**config.mk**
```make
export PLATFORM = sky130hd
export DESIGN_NAME = qoi_image_encoder
export DESIGN_NICKNAME = d
export VERILOG_FILES = /design/src/hw/rtl/qoi_pkg.sv /design/src/hw/rtl/qoi_index.sv /design/src/hw/rtl/qoi_ser.sv /design/src/hw/rtl/qoi_image_encoder.sv
export SDC_FILE = /design/constraint.sdc
export NUM_CORES = 2
export LEC_CHECK = 0
export CAP_MARGIN = 20
export CORE_ASPECT_RATIO = 0.5
export CORE_MARGIN = 1
export CORE_UTILIZATION = 45
export DETAILED_ROUTE_END_ITERATION = 8
export DONT_BUFFER_PORTS = 1
export SYNTH_ARGS = -nofsm -noshare
export SYNTH_HDL_FRONTEND = slang
export SYNTH_SLANG_ARGS = --single-unit
```
**constraint.sdc**
```tcl
create_clock -name i_clk -period 20.4 [get_ports i_clk]
set_input_delay 4.08 -clock i_clk [delete_from_list [all_inputs] [get_ports i_clk]]
set_output_delay 4.08 -clock i_clk [all_outputs]
set_load 0.005 [all_outputs]
```
**src/hw/rtl/qoi_pkg.sv**
```systemverilog
// ----------------------------------------------------------------------------
// QOI encoder package
// Shared widths, chunk opcodes and the chunk descriptor passed to the
// byte serializer.
// ----------------------------------------------------------------------------
package qoi_pkg;

    localparam int SideW  = 15;
    localparam int CountW = 28;
    localparam int SlotW  = 6;
    localparam int IdxDepth = 64;
    localparam int BodyMax = 5;

    localparam logic [5:0] RunCap = 6'd62;

    localparam logic [1:0] TagIndex = 2'b00;
    localparam logic [1:0] TagDiff  = 2'b01;
    localparam logic [1:0] TagLuma  = 2'b10;
    localparam logic [1:0] TagRun   = 2'b11;
    localparam logic [7:0] OpRgb    = 8'hFE;
    localparam logic [7:0] OpRgba   = 8'hFF;

    localparam logic [7:0] Magic0 = 8'h71;
    localparam logic [7:0] Magic1 = 8'h6F;
    localparam logic [7:0] Magic2 = 8'h69;
    localparam logic [7:0] Magic3 = 8'h66;

    typedef enum logic [1:0] {
        CFG_WIDTH  = 2'd0,
        CFG_HEIGHT = 2'd1,
        CFG_CHAN   = 2'd2,
        CFG_CSPACE = 2'd3
    } t_cfg_idx;

    typedef struct packed {
        logic                    hdr;
        logic [SideW-1:0]        w;
        logic [SideW-1:0]        h;
        logic                    ch4;
        logic                    cs;
        logic                    run;
        logic [7:0]              run_byte;
        logic [2:0]              cnt;
        logic [BodyMax-1:0][7:0] body;
        logic                    pad;
    } t_desc;

endpackage

```
**src/hw/rtl/qoi_index.sv**
```systemverilog
// ----------------------------------------------------------------------------
// QOI color index
// 64-entry pixel memory with a registered read, write-to-read forwarding
// and per-entry valid bits that clear all at once.
// ----------------------------------------------------------------------------
module qoi_index import qoi_pkg::*; (
    input  logic             i_clk,
    input  logic             i_rst_n,
    input  logic             i_rd_en,
    input  logic [SlotW-1:0] i_rd_addr,
    input  logic             i_wr_en,
    input  logic [SlotW-1:0] i_wr_addr,
    input  logic [31:0]      i_wr_data,
    input  logic             i_clear,
    input  logic [SlotW-1:0] i_slot,
    output logic [31:0]      o_entry
);

    logic [31:0]         r_mem [IdxDepth];
    logic [31:0]         r_q;
    logic [IdxDepth-1:0] r_vld;

    always_ff @(posedge i_clk) begin
        if (i_wr_en) begin
            r_mem[i_wr_addr] <= i_wr_data;
        end
    end

    always_ff @(posedge i_clk) begin
        if (i_rd_en) begin
            if (i_wr_en && (i_wr_addr == i_rd_addr)) begin
                r_q <= i_wr_data;
            end else begin
                r_q <= r_mem[i_rd_addr];
            end
        end
    end

    always_ff @(posedge i_clk) begin
        if (!i_rst_n || i_clear) begin
            r_vld <= '0;
        end else if (i_wr_en) begin
            r_vld[i_wr_addr] <= 1'b1;
        end
    end

    assign o_entry = r_vld[i_slot] ? r_q : 32'd0;

    a_clear_empties: assert property (@(posedge i_clk) disable iff (!i_rst_n)
        i_clear |=> (r_vld == '0))
        else $error("index not empty after clear");

    a_write_sets_valid: assert property (@(posedge i_clk) disable iff (!i_rst_n)
        (i_wr_en && !i_clear) |=> r_vld[$past(i_wr_addr)])
        else $error("written entry not marked valid");

    a_forward: assert property (@(posedge i_clk) disable iff (!i_rst_n)
        (i_rd_en && i_wr_en && (i_wr_addr == i_rd_addr)) |=> (r_q == $past(i_wr_data)))
        else $error("read missed same-cycle write");

endmodule

```
**src/hw/rtl/qoi_ser.sv**
```systemverilog
// ----------------------------------------------------------------------------
// QOI byte serializer
// Holds one chunk descriptor and sends its header, run, chunk and padding
// bytes one beat at a time.
// ----------------------------------------------------------------------------
module qoi_ser import qoi_pkg::*; (
    input  logic       i_clk,
    input  logic       i_rst_n,
    input  logic       i_load,
    input  t_desc      i_desc,
    output logic       o_free,
    output logic       o_out_valid,
    input  logic       i_out_stall,
    output logic [7:0] o_out_byte,
    output logic       o_last_of_item,
    output logic       o_end_of_image
);

    typedef enum logic [3:0] {
        PH_HDR  = 4'b0001,
        PH_RUN  = 4'b0010,
        PH_BODY = 4'b0100,
        PH_PAD  = 4'b1000
    } t_phase;

    localparam logic [3:0] HdrEnd = 4'd13;
    localparam logic [3:0] PadEnd = 4'd7;

    function automatic t_phase pick(logic hdr, logic run, logic body);
        t_phase p;
        if (hdr) begin
            p = PH_HDR;
        end else if (run) begin
            p = PH_RUN;
        end else if (body) begin
            p = PH_BODY;
        end else begin
            p = PH_PAD;
        end
        return p;
    endfunction

    t_desc      r_desc;
    logic       r_valid;
    t_phase     r_phase;
    logic [3:0] r_cnt;

    logic       beat;
    logic       phase_end;
    logic       more;
    logic       last;
    t_phase     nxt;
    logic       has_body;
    logic [7:0] byte_out;

    assign has_body = (r_desc.cnt != 3'd0);

    always_comb begin
        phase_end = 1'b0;
        more      = 1'b0;
        nxt       = PH_PAD;
        case (r_phase)
            PH_HDR: begin
                phase_end = (r_cnt == HdrEnd);
                more      = r_desc.run || has_body || r_desc.pad;
                nxt       = pick(1'b0, r_desc.run, has_body);
            end
            PH_RUN: begin
                phase_end = 1'b1;
                more      = has_body || r_desc.pad;
                nxt       = pick(1'b0, 1'b0, has_body);
            end
            PH_BODY: begin
                phase_end = (r_cnt[2:0] == (r_desc.cnt - 3'd1));
                more      = r_desc.pad;
                nxt       = PH_PAD;
            end
            PH_PAD: begin
                phase_end = (r_cnt == PadEnd);
                more      = 1'b0;
                nxt       = PH_PAD;
            end
            default: begin
                phase_end = 1'b1;
                more      = 1'b0;
                nxt       = PH_PAD;
            end
        endcase
    end

    assign last   = phase_end && !more;
    assign beat   = r_valid && !i_out_stall;
    assign o_free = !r_valid || (beat && last);

    always_comb begin
        byte_out = 8'd0;
        case (r_phase)
            PH_HDR: begin
                case (r_cnt)
                    4'd0:    byte_out = Magic0;
                    4'd1:    byte_out = Magic1;
                    4'd2:    byte_out = Magic2;
                    4'd3:    byte_out = Magic3;
                    4'd6:    byte_out = {1'b0, r_desc.w[14:8]};
                    4'd7:    byte_out = r_desc.w[7:0];
                    4'd10:   byte_out = {1'b0, r_desc.h[14:8]};
                    4'd11:   byte_out = r_desc.h[7:0];
                    4'd12:   byte_out = r_desc.ch4 ? 8'd4 : 8'd3;
                    4'd13:   byte_out = {7'd0, r_desc.cs};
                    default: byte_out = 8'd0;
                endcase
            end
            PH_RUN:  byte_out = r_desc.run_byte;
            PH_BODY: byte_out = r_desc.body[r_cnt[2:0]];
            PH_PAD:  byte_out = {7'd0, (r_cnt == PadEnd)};
            default: byte_out = 8'd0;
        endcase
    end

    always_ff @(posedge i_clk) begin
        if (!i_rst_n) begin
            r_valid <= 1'b0;
            r_phase <= PH_HDR;
            r_cnt   <= 4'd0;
        end else if (i_load) begin
            r_valid <= 1'b1;
            r_phase <= pick(i_desc.hdr, i_desc.run, (i_desc.cnt != 3'd0));
            r_cnt   <= 4'd0;
        end else if (beat) begin
            if (last) begin
                r_valid <= 1'b0;
            end else if (phase_end) begin
                r_phase <= nxt;
                r_cnt   <= 4'd0;
            end else begin
                r_cnt   <= r_cnt + 4'd1;
            end
        end
    end

    always_ff @(posedge i_clk) begin
        if (i_load) begin
            r_desc <= i_desc;
        end
    end

    assign o_out_valid    = r_valid;
    assign o_out_byte     = byte_out;
    assign o_last_of_item = last;
    assign o_end_of_image = (r_phase == PH_PAD) && (r_cnt == PadEnd);

    a_end_is_last: assert property (@(posedge i_clk) disable iff (!i_rst_n)
        (r_valid && o_end_of_image) |-> (last && r_desc.pad))
        else $error("end of image not on final beat");

    a_hdr_phase: assert property (@(posedge i_clk) disable iff (!i_rst_n)
        (r_valid && (r_phase == PH_HDR)) |-> r_desc.hdr)
        else $error("header sent for pixel without header");

endmodule

```
**src/hw/rtl/qoi_image_encoder.sv**
```systemverilog
// ----------------------------------------------------------------------------
// QOI image encoder
// Encodes one RGBA pixel per beat into the QOI byte stream.
// ----------------------------------------------------------------------------
// Pixels enter on the input channel (i_in_valid, o_in_stall) and bytes leave
// on the output channel (o_out_valid, i_out_stall), one byte per beat, with
// o_last_of_item on the final byte caused by a pixel and o_end_of_image on
// the final padding byte. The user must set image size, channel count and
// color space through the configuration port only while the encoder is idle;
// the encoder does not enforce this. A pixel is registered at acceptance and
// encoded, once the serializer is free, into a descriptor that it registers.
// A new pixel is taken every cycle while the receiver does not stall and each
// pixel yields at most one byte; else the serializer sends its bytes (header
// 14, chunk up to 6, padding 8) one per beat while the next pixel waits.
// When the receiver stalls, the output byte holds and the input stalls once
// the input register and the descriptor register are both full.
// Reset loads the default configuration, clears the color index, the run
// and the pixel counter; the next pixel starts a new image with its header.
// ----------------------------------------------------------------------------
module qoi_image_encoder import qoi_pkg::*; #(
    parameter int MAX_SIDE = 16384
) (
    input  logic             i_clk,
    input  logic             i_rst_n,
    input  logic             i_in_valid,
    output logic             o_in_stall,
    input  logic [7:0]       i_red,
    input  logic [7:0]       i_green,
    input  logic [7:0]       i_blue,
    input  logic [7:0]       i_alpha,
    output logic             o_out_valid,
    input  logic             i_out_stall,
    output logic [7:0]       o_out_byte,
    output logic             o_last_of_item,
    output logic             o_end_of_image,
    input  logic             i_cfg_valid,
    output logic             o_cfg_ready,
    input  logic [1:0]       i_cfg_index,
    input  logic [SideW-1:0] i_cfg_data
);

    localparam logic [SideW-1:0] MaxSide = SideW'(MAX_SIDE);

    function automatic logic [SlotW-1:0] qoi_hash(logic [31:0] px);
        logic [SlotW-1:0] s;
        s = px[29:24] * 6'd3 + px[21:16] * 6'd5 + px[13:8] * 6'd7 + px[5:0] * 6'd11;
        return s;
    endfunction

    function automatic logic [SideW-1:0] side_used(logic [SideW-1:0] v);
        logic [SideW-1:0] s;
        if (v == '0) begin
            s = SideW'(1);
        end else if (v > MaxSide) begin
            s = MaxSide;
        end else begin
            s = v;
        end
        return s;
    endfunction

    logic [SideW-1:0]  r_width;
    logic [SideW-1:0]  r_height;
    logic [2:0]        r_chan;
    logic              r_cspace;
    logic [CountW-1:0] r_last_pos;

    logic [SideW-1:0]   w_used;
    logic [SideW-1:0]   h_used;
    logic               ch4;
    logic [2*SideW-1:0] area;

    logic              r_in_valid;
    logic [31:0]       r_px;
    logic [SlotW-1:0]  r_slot;
    logic [31:0]       r_prev;
    logic [5:0]        r_run;
    logic [CountW-1:0] r_cnt;

    logic [31:0]       n_prev;
    logic [5:0]        n_run;
    logic [CountW-1:0] n_cnt;

    logic              in_take;
    logic              proc_fire;
    logic              ser_free;
    logic [31:0]       in_px;
    logic [31:0]       idx_entry;
    logic              idx_wr;
    logic              idx_clr;
    t_desc             desc;
    logic              desc_any;

    logic              is_last;
    logic              same;
    logic              hit;
    logic [5:0]        run_nx;
    logic [7:0]        vr;
    logic [7:0]        vg;
    logic [7:0]        vb;
    logic [7:0]        vgr;
    logic [7:0]        vgb;
    logic [7:0]        tr;
    logic [7:0]        tg;
    logic [7:0]        tb;
    logic [7:0]        tl;
    logic [7:0]        tgr;
    logic [7:0]        tgb;
    logic              small_diff;
    logic              luma_fit;

    assign o_cfg_ready = 1'b1;

    always_ff @(posedge i_clk) begin
        if (!i_rst_n) begin
            r_width  <= SideW'(1);
            r_height <= SideW'(1);
            r_chan   <= 3'd4;
            r_cspace <= 1'b0;
        end else if (i_cfg_valid) begin
            case (t_cfg_idx'(i_cfg_index))
                CFG_WIDTH:  r_width  <= i_cfg_data;
                CFG_HEIGHT: r_height <= i_cfg_data;
                CFG_CHAN:   r_chan   <= i_cfg_data[2:0];
                CFG_CSPACE: r_cspace <= i_cfg_data[0];
                default:    r_cspace <= r_cspace;
            endcase
        end
    end

    assign w_used = side_used(r_width);
    assign h_used = side_used(r_height);
    assign ch4    = (r_chan != 3'd3);
    assign area   = w_used * h_used;

    always_ff @(posedge i_clk) begin
        r_last_pos <= CountW'(area - 30'd1);
    end

    assign in_px     = {i_red, i_green, i_blue, (ch4 ? i_alpha : 8'hFF)};
    assign proc_fire = r_in_valid && ser_free;
    assign o_in_stall = r_in_valid && !ser_free;
    assign in_take   = i_in_valid && !o_in_stall;

    always_ff @(posedge i_clk) begin
        if (!i_rst_n) begin
            r_in_valid <= 1'b0;
        end else if (in_take) begin
            r_in_valid <= 1'b1;
        end else if (proc_fire) begin
            r_in_valid <= 1'b0;
        end
    end

    always_ff @(posedge i_clk) begin
        if (in_take) begin
            r_px   <= in_px;
            r_slot <= qoi_hash(in_px);
        end
    end

    qoi_index u_index (
        .i_clk     (i_clk),
        .i_rst_n   (i_rst_n),
        .i_rd_en   (in_take),
        .i_rd_addr (qoi_hash(in_px)),
        .i_wr_en   (idx_wr),
        .i_wr_addr (r_slot),
        .i_wr_data (r_px),
        .i_clear   (idx_clr),
        .i_slot    (r_slot),
        .o_entry   (idx_entry)
    );

    assign is_last = (r_cnt >= r_last_pos);
    assign same    = (r_px == r_prev);
    assign hit     = (idx_entry == r_px);
    assign run_nx  = r_run + 6'd1;

    assign vr  = r_px[31:24] - r_prev[31:24];
    assign vg  = r_px[23:16] - r_prev[23:16];
    assign vb  = r_px[15:8]  - r_prev[15:8];
    assign vgr = vr - vg;
    assign vgb = vb - vg;
    assign tr  = vr + 8'd2;
    assign tg  = vg + 8'd2;
    assign tb  = vb + 8'd2;
    assign tl  = vg + 8'd32;
    assign tgr = vgr + 8'd8;
    assign tgb = vgb + 8'd8;

    assign small_diff = ($signed(vr) >= -8'sd2) && ($signed(vr) <= 8'sd1)
                     && ($signed(vg) >= -8'sd2) && ($signed(vg) <= 8'sd1)
                     && ($signed(vb) >= -8'sd2) && ($signed(vb) <= 8'sd1);
    assign luma_fit   = ($signed(vgr) >= -8'sd8) && ($signed(vgr) <= 8'sd7)
                     && ($signed(vg) >= -8'sd32) && ($signed(vg) <= 8'sd31)
                     && ($signed(vgb) >= -8'sd8) && ($signed(vgb) <= 8'sd7);

    always_comb begin
        desc          = '0;
        desc.hdr      = (r_cnt == '0);
        desc.w        = w_used;
        desc.h        = h_used;
        desc.ch4      = ch4;
        desc.cs       = r_cspace;
        desc.pad      = is_last;
        idx_wr        = 1'b0;
        n_run         = 6'd0;
        if (same) begin
            desc.run      = (run_nx == RunCap) || is_last;
            desc.run_byte = {TagRun, r_run};
            n_run         = desc.run ? 6'd0 : run_nx;
        end else begin
            desc.run      = (r_run != 6'd0);
            desc.run_byte = {TagRun, r_run - 6'd1};
            if (hit) begin
                desc.body[0] = {TagIndex, r_slot};
                desc.cnt     = 3'd1;
            end else begin
                idx_wr = proc_fire;
                if (r_px[7:0] == r_prev[7:0]) begin
                    if (small_diff) begin
                        desc.body[0] = {TagDiff, tr[1:0], tg[1:0], tb[1:0]};
                        desc.cnt     = 3'd1;
                    end else if (luma_fit) begin
                        desc.body[0] = {TagLuma, tl[5:0]};
                        desc.body[1] = {tgr[3:0], tgb[3:0]};
                        desc.cnt     = 3'd2;
                    end else begin
                        desc.body[0] = OpRgb;
                        desc.body[1] = r_px[31:24];
                        desc.body[2] = r_px[23:16];
                        desc.body[3] = r_px[15:8];
                        desc.cnt     = 3'd4;
                    end
                end else begin
                    desc.body[0] = OpRgba;
                    desc.body[1] = r_px[31:24];
                    desc.body[2] = r_px[23:16];
                    desc.body[3] = r_px[15:8];
                    desc.body[4] = r_px[7:0];
                    desc.cnt     = 3'd5;
                end
            end
        end
        if (is_last) begin
            n_prev = 32'h0000_00FF;
            n_run  = 6'd0;
            n_cnt  = '0;
        end else begin
            n_prev = r_px;
            n_cnt  = r_cnt + CountW'(1);
        end
    end

    assign idx_clr  = proc_fire && is_last;
    assign desc_any = desc.hdr || desc.run || (desc.cnt != 3'd0) || desc.pad;

    always_ff @(posedge i_clk) begin
        if (!i_rst_n) begin
            r_prev <= 32'h0000_00FF;
            r_run  <= 6'd0;
            r_cnt  <= '0;
        end else if (proc_fire) begin
            r_prev <= n_prev;
            r_run  <= n_run;
            r_cnt  <= n_cnt;
        end
    end

    qoi_ser u_ser (
        .i_clk          (i_clk),
        .i_rst_n        (i_rst_n),
        .i_load         (proc_fire && desc_any),
        .i_desc         (desc),
        .o_free         (ser_free),
        .o_out_valid    (o_out_valid),
        .i_out_stall    (i_out_stall),
        .o_out_byte     (o_out_byte),
        .o_last_of_item (o_last_of_item),
        .o_end_of_image (o_end_of_image)
    );

endmodule

```
==> out/results.tsv <==
stage	metric	value	unit
clocking	hold_buf cts	0	
worst_setup_path	Crit. End Element	register	
yosys	xor and xnor area share after synthesis	1.280	%
sta	worst hold margin	0.4367	ns
finish	Nets	6494	
clocking	CTS tree	done	
power_and_ir_drop	clock power share	23.9	%
drt	# DRC	0	
sta	Least-Margin Pin Slew	1.148	ns
sta	Final WS setup	10.38	ns
worst_setup_path	Worst path slowest cell	fa_4	
sta	TNS Setup	0	ns
drt	Detail Route Antenna Nets	0	
floorplanning	Core ar.	0.2298	mm^2
sta	Final Cycle Share	49.09	%
drt	Top Layer Used	met4	
clocking	clk sinks	2403	
sta	max_slew headroom	23.27	%
sta	setup violators final	0	
global_routing	total global-route track usage	23.95	%
floorplanning	Die Height	342.9	um
sta	Final Hold Violating Endpoints	0	
worst_setup_path	Worst EP arrival	10.58	ns
drt	Vias/cell	6.028	
clocking	clk root buf	clkbuf_16	
yosys	Post-synth top flop	edfxtp_1	
clocking	Reg clk slew, reported paths	0.06	ns
power_and_ir_drop	Switching Fraction	37.64	%
global_routing	largest net degree at the start of global routing	142	
floorplanning	IO Count	67	
worst_setup_path	cell family with most CP delay	adder cells	
yosys	compound-gate portion of the synthesized area	3.128	%
yosys	post-synthesis sequential area ratio	67.05	%
worst_setup_path	Req. time, crit path	20.97	ns
worst_setup_path	critical path class	input pin to register	
power_and_ir_drop	leakage	38.24	nW
drt	Routed wire per std cell	30.35	um
floorplanning	Starting Density	45.52	%
clocking	clk buf depth	4	
place	PortBufs	0	
drt	Vias	56200	
power_and_ir_drop	PwrDens	143.6	mW/mm^2
yosys	Avg Inst Size Synth	17.47	um^2
finish	final core utilization	50.36	%
finish	Design Area, Final	0.1157	mm^2
power_and_ir_drop	Flop pwr share	34.7	%
power_and_ir_drop	Max VDD drop	0.3492	mV
clocking	Setup Buffers After CTS	0	
yosys	Unique masters post-synth	90	
finish	share of layout cells above drive strength 1	19.61	%
drt	drt total wl	282900	um
finish	fill cell count	18580	
status	outcome	finished clean	
place	routability cong.	0.8875	
drt	Starting DRT DRC Count	6875	
sta	RSZ-0062 raised after global routing	false	
yosys	mux cell area share after synthesis	14.84	%
worst_setup_path	most used cell along the critical path	fa_1	
sta	FMAX	0.09985	GHz
global_routing	vias in the first global route	56690	
drt	met3 wire length	25890	um
flow_run	max-capacitance violation count	0	
worst_setup_path	Critical Path, Cell by Cell	inv_1 -> fa_1 -> fa_1 -> inv_1 -> fa_1 -> inv_1 -> fa_1 -> inv_1 -> fa_1 -> fa_4 -> buf_4 -> xnor2_1 -> nand4_1 -> or4_1 -> or3_2 -> buf_12 -> nand3_1 -> o21ai_0	
min_path	Hold Crit Class	register to register	
yosys	Post-Synth Simple-Gate Area	4.913	%
clocking	# H-tree levels	4	
worst_setup_path	Crit path largest cell delay	1.24	ns
global_routing	initial antenna violation count	18	
place	pre-CTS setup slack	9.350	ns
clocking	clk_lat worst skew	0.89	ns
clocking	Num CTS Buffers	217	
floorplanning	total die area	0.2345	mm^2
floorplanning	Die Width	683.8	um
worst_setup_path	maximum fanout along the worst path	40	
clocking	# resized after CTS	0	
power_and_ir_drop	P_sw	6.254	mW
drt	met2 routed WL	133000	um
place	dpl cell area	0.1089	mm^2
sta	Tmin final	10.02	ns
drt	Pre-antenna DRT Iters	6	
finish	Layout area overhead	10.62	%
yosys	fraction of registers with async set/reset	0	%
floorplanning	FP Rows	124	
yosys	Post-Synthesis Cells	5987	
yosys	cell area after synthesis	0.1046	mm^2
worst_setup_path	Worst setup SP type	input pin	
power_and_ir_drop	P_int	10.36	mW
worst_setup_path	Crit path buffers/inverters	6	
place	DP HPWL	161300	um
global_routing	global route overflow	0	
yosys	Net Count, Synth	6423	
yosys	Synth Register Bits	2403	
drt	wl on met1	116400	um
sta	Final Max Tran Viols	0	
power_and_ir_drop	Comb pwr share	41.5	%
global_routing	first-pass GRT wire length	404300	um
yosys	Post-synth EDFFs	2201	
yosys	Synth Warn #	0	
yosys	post-synthesis adder-cell area fraction	6.084	%
yosys	largest family of logic cells by synthesized area	multiplexers	
sta	skew final	0.06636	ns
cells in the final DEF, fill, tap and decap left out, drive strengths merged, types with 35 or more instances in the layout:
master | netlist | routed
edfxtp | 2201 | 2201
mux4 | 652 | 652
inv | 412 | 419
nand2 | 375 | 375
clkbuf | 223 | 277
nor2 | 253 | 253
fa | 207 | 207
dfxtp | 202 | 202
ha | 175 | 175
buf | 86 | 159
nand3 | 115 | 115
clkinv | 15 | 105
a21oi | 104 | 104
xnor2 | 97 | 97
mux2i | 83 | 83
o21ai | 71 | 71
nor3 | 68 | 68
a31oi | 67 | 67
xor2 | 55 | 55
a21boi | 55 | 55
nor4 | 55 | 55
nand2b | 43 | 43
nor2b | 35 | 35
synthesized netlist by cell type (10+ instances only):
cell | instances | area, um^2
and3_1 | 22 | 137.6
nand2b_1 | 43 | 269.0
a22oi_1 | 18 | 135.1
ha_1 | 175 | 2190
xor2_1 | 54 | 473.0
nand3b_1 | 12 | 90.09
buf_2 | 21 | 105.1
a21o_1 | 27 | 202.7
nand3_1 | 115 | 575.6
o211ai_1 | 24 | 180.2
nor4_1 | 52 | 325.3
fa_1 | 207 | 4144
xnor2_1 | 97 | 849.6
dfxtp_1 | 202 | 4044
edfxtp_1 | 2201 | 66090
nor3_1 | 67 | 335.3
and2_1 | 17 | 106.4
o21a_1 | 16 | 120.1
a211o_1 | 10 | 87.58
nand4_1 | 29 | 181.4
mux4_2 | 652 | 14680
mux2i_1 | 83 | 830.8
buf_1 | 58 | 217.7
inv_1 | 412 | 1546
clkinv_1 | 15 | 56.30
nor2_1 | 252 | 945.9
nor3b_1 | 14 | 105.1
a21oi_1 | 103 | 515.5
a21boi_0 | 53 | 397.9
clkbuf_1 | 223 | 837.1
nor2b_1 | 34 | 212.7
nand2_1 | 375 | 1408
a31oi_1 | 67 | 419.2
o21ai_0 | 66 | 330.3
cells by family after synthesis:
group	count (synthesis)
flip-flops	2403
AND/OR/NAND/NOR	1086
multiplexers	736
buffers and inverters	736
AO/OA/AOI/OAI	488
adder cells (fa/ha/maj)	385
XOR/XNOR	152
other	1
cell type report:
cell class                 count  area [um^2]  area share (%)
antenna                        2        5.005        0.004326
clock buffer                 275         5782           4.997
clock inverter               119        935.9          0.8089
inverter                     427         1603           1.385
multi-input combinational   2848        32060           27.71
sequential                  2403        70140           60.62
tap                         3087         3862           3.338
timing repair buffer         161         1314           1.135
per-stage QoR:
stage          power (mW)  std cells
2_1_floorplan       9.953       5987
3_3_place_gp        12.65       8919
3_5_place_dp        12.68       8919
4_1_cts             16.62       9313
5_1_grt             17.20       9322
6_report            16.62       9322
worst reg2reg max path, delay by kind of cell (launching register included):
family,cells,cell delay [ns]
AO/OA/AOI/OAI,7,1.97
flip-flops,1,0.33
AND/OR/NAND/NOR,5,1.28
adder cells (fa/ha/maj),7,3.40
buffers and inverters,4,0.49
XOR/XNOR,1,0.22
layer usage:
layer  up-vias  GRT usage [%]
met3       398          4.909
met2      2608          38.53
met1     29810          33.68
li1      23380              -
met5         -              0
met4         0          6.292
path summary, 6_finish.rpt:
check	start	to	slack, ns	depth (start not counted)
hold reg to reg	r_cspace$_SDFFE_PN0P_	u_ser.r_desc[53]$_DFFE_PP_	0.44	0
hold / removal	r_cspace$_SDFFE_PN0P_	u_ser.r_desc[53]$_DFFE_PP_	0.44	0
setup reg to reg	r_width[9]$_SDFFE_PN0P_	r_last_pos[27]$_DFF_P_	12.64	24
setup / recovery	i_blue[2]	u_index.r_q[2]$_DFFE_PP_	10.38	18
power groups by stage:
stage,Combinational [mW],Sequential [mW],Clock (mW)
floorplan,4.11,5.85,0
global placement,6.78,5.86,0
detailed placement,6.82,5.87,0
CTS,6.83,5.76,4.03
global route,7.22,5.77,4.20
finish,6.89,5.76,3.97
sequential cells by signal, summed over array words and instances (netlist names):
name / cells
r_width: 15
u_ser.r_cnt: 4
r_prev: 32
u_ser.r_desc: 83
r_in_valid: 1
u_index.r_vld: 64
r_cnt: 28
r_px: 32
u_ser.o_out_valid: 1
r_slot: 6
u_index.r_mem: 2048
r_chan: 3
r_run: 6
r_height: 15
u_ser.r_phase: 4
r_cspace: 1
r_last_pos: 28
u_index.r_q: 32
Note: power is estimated with default switching activity, not from simulation.
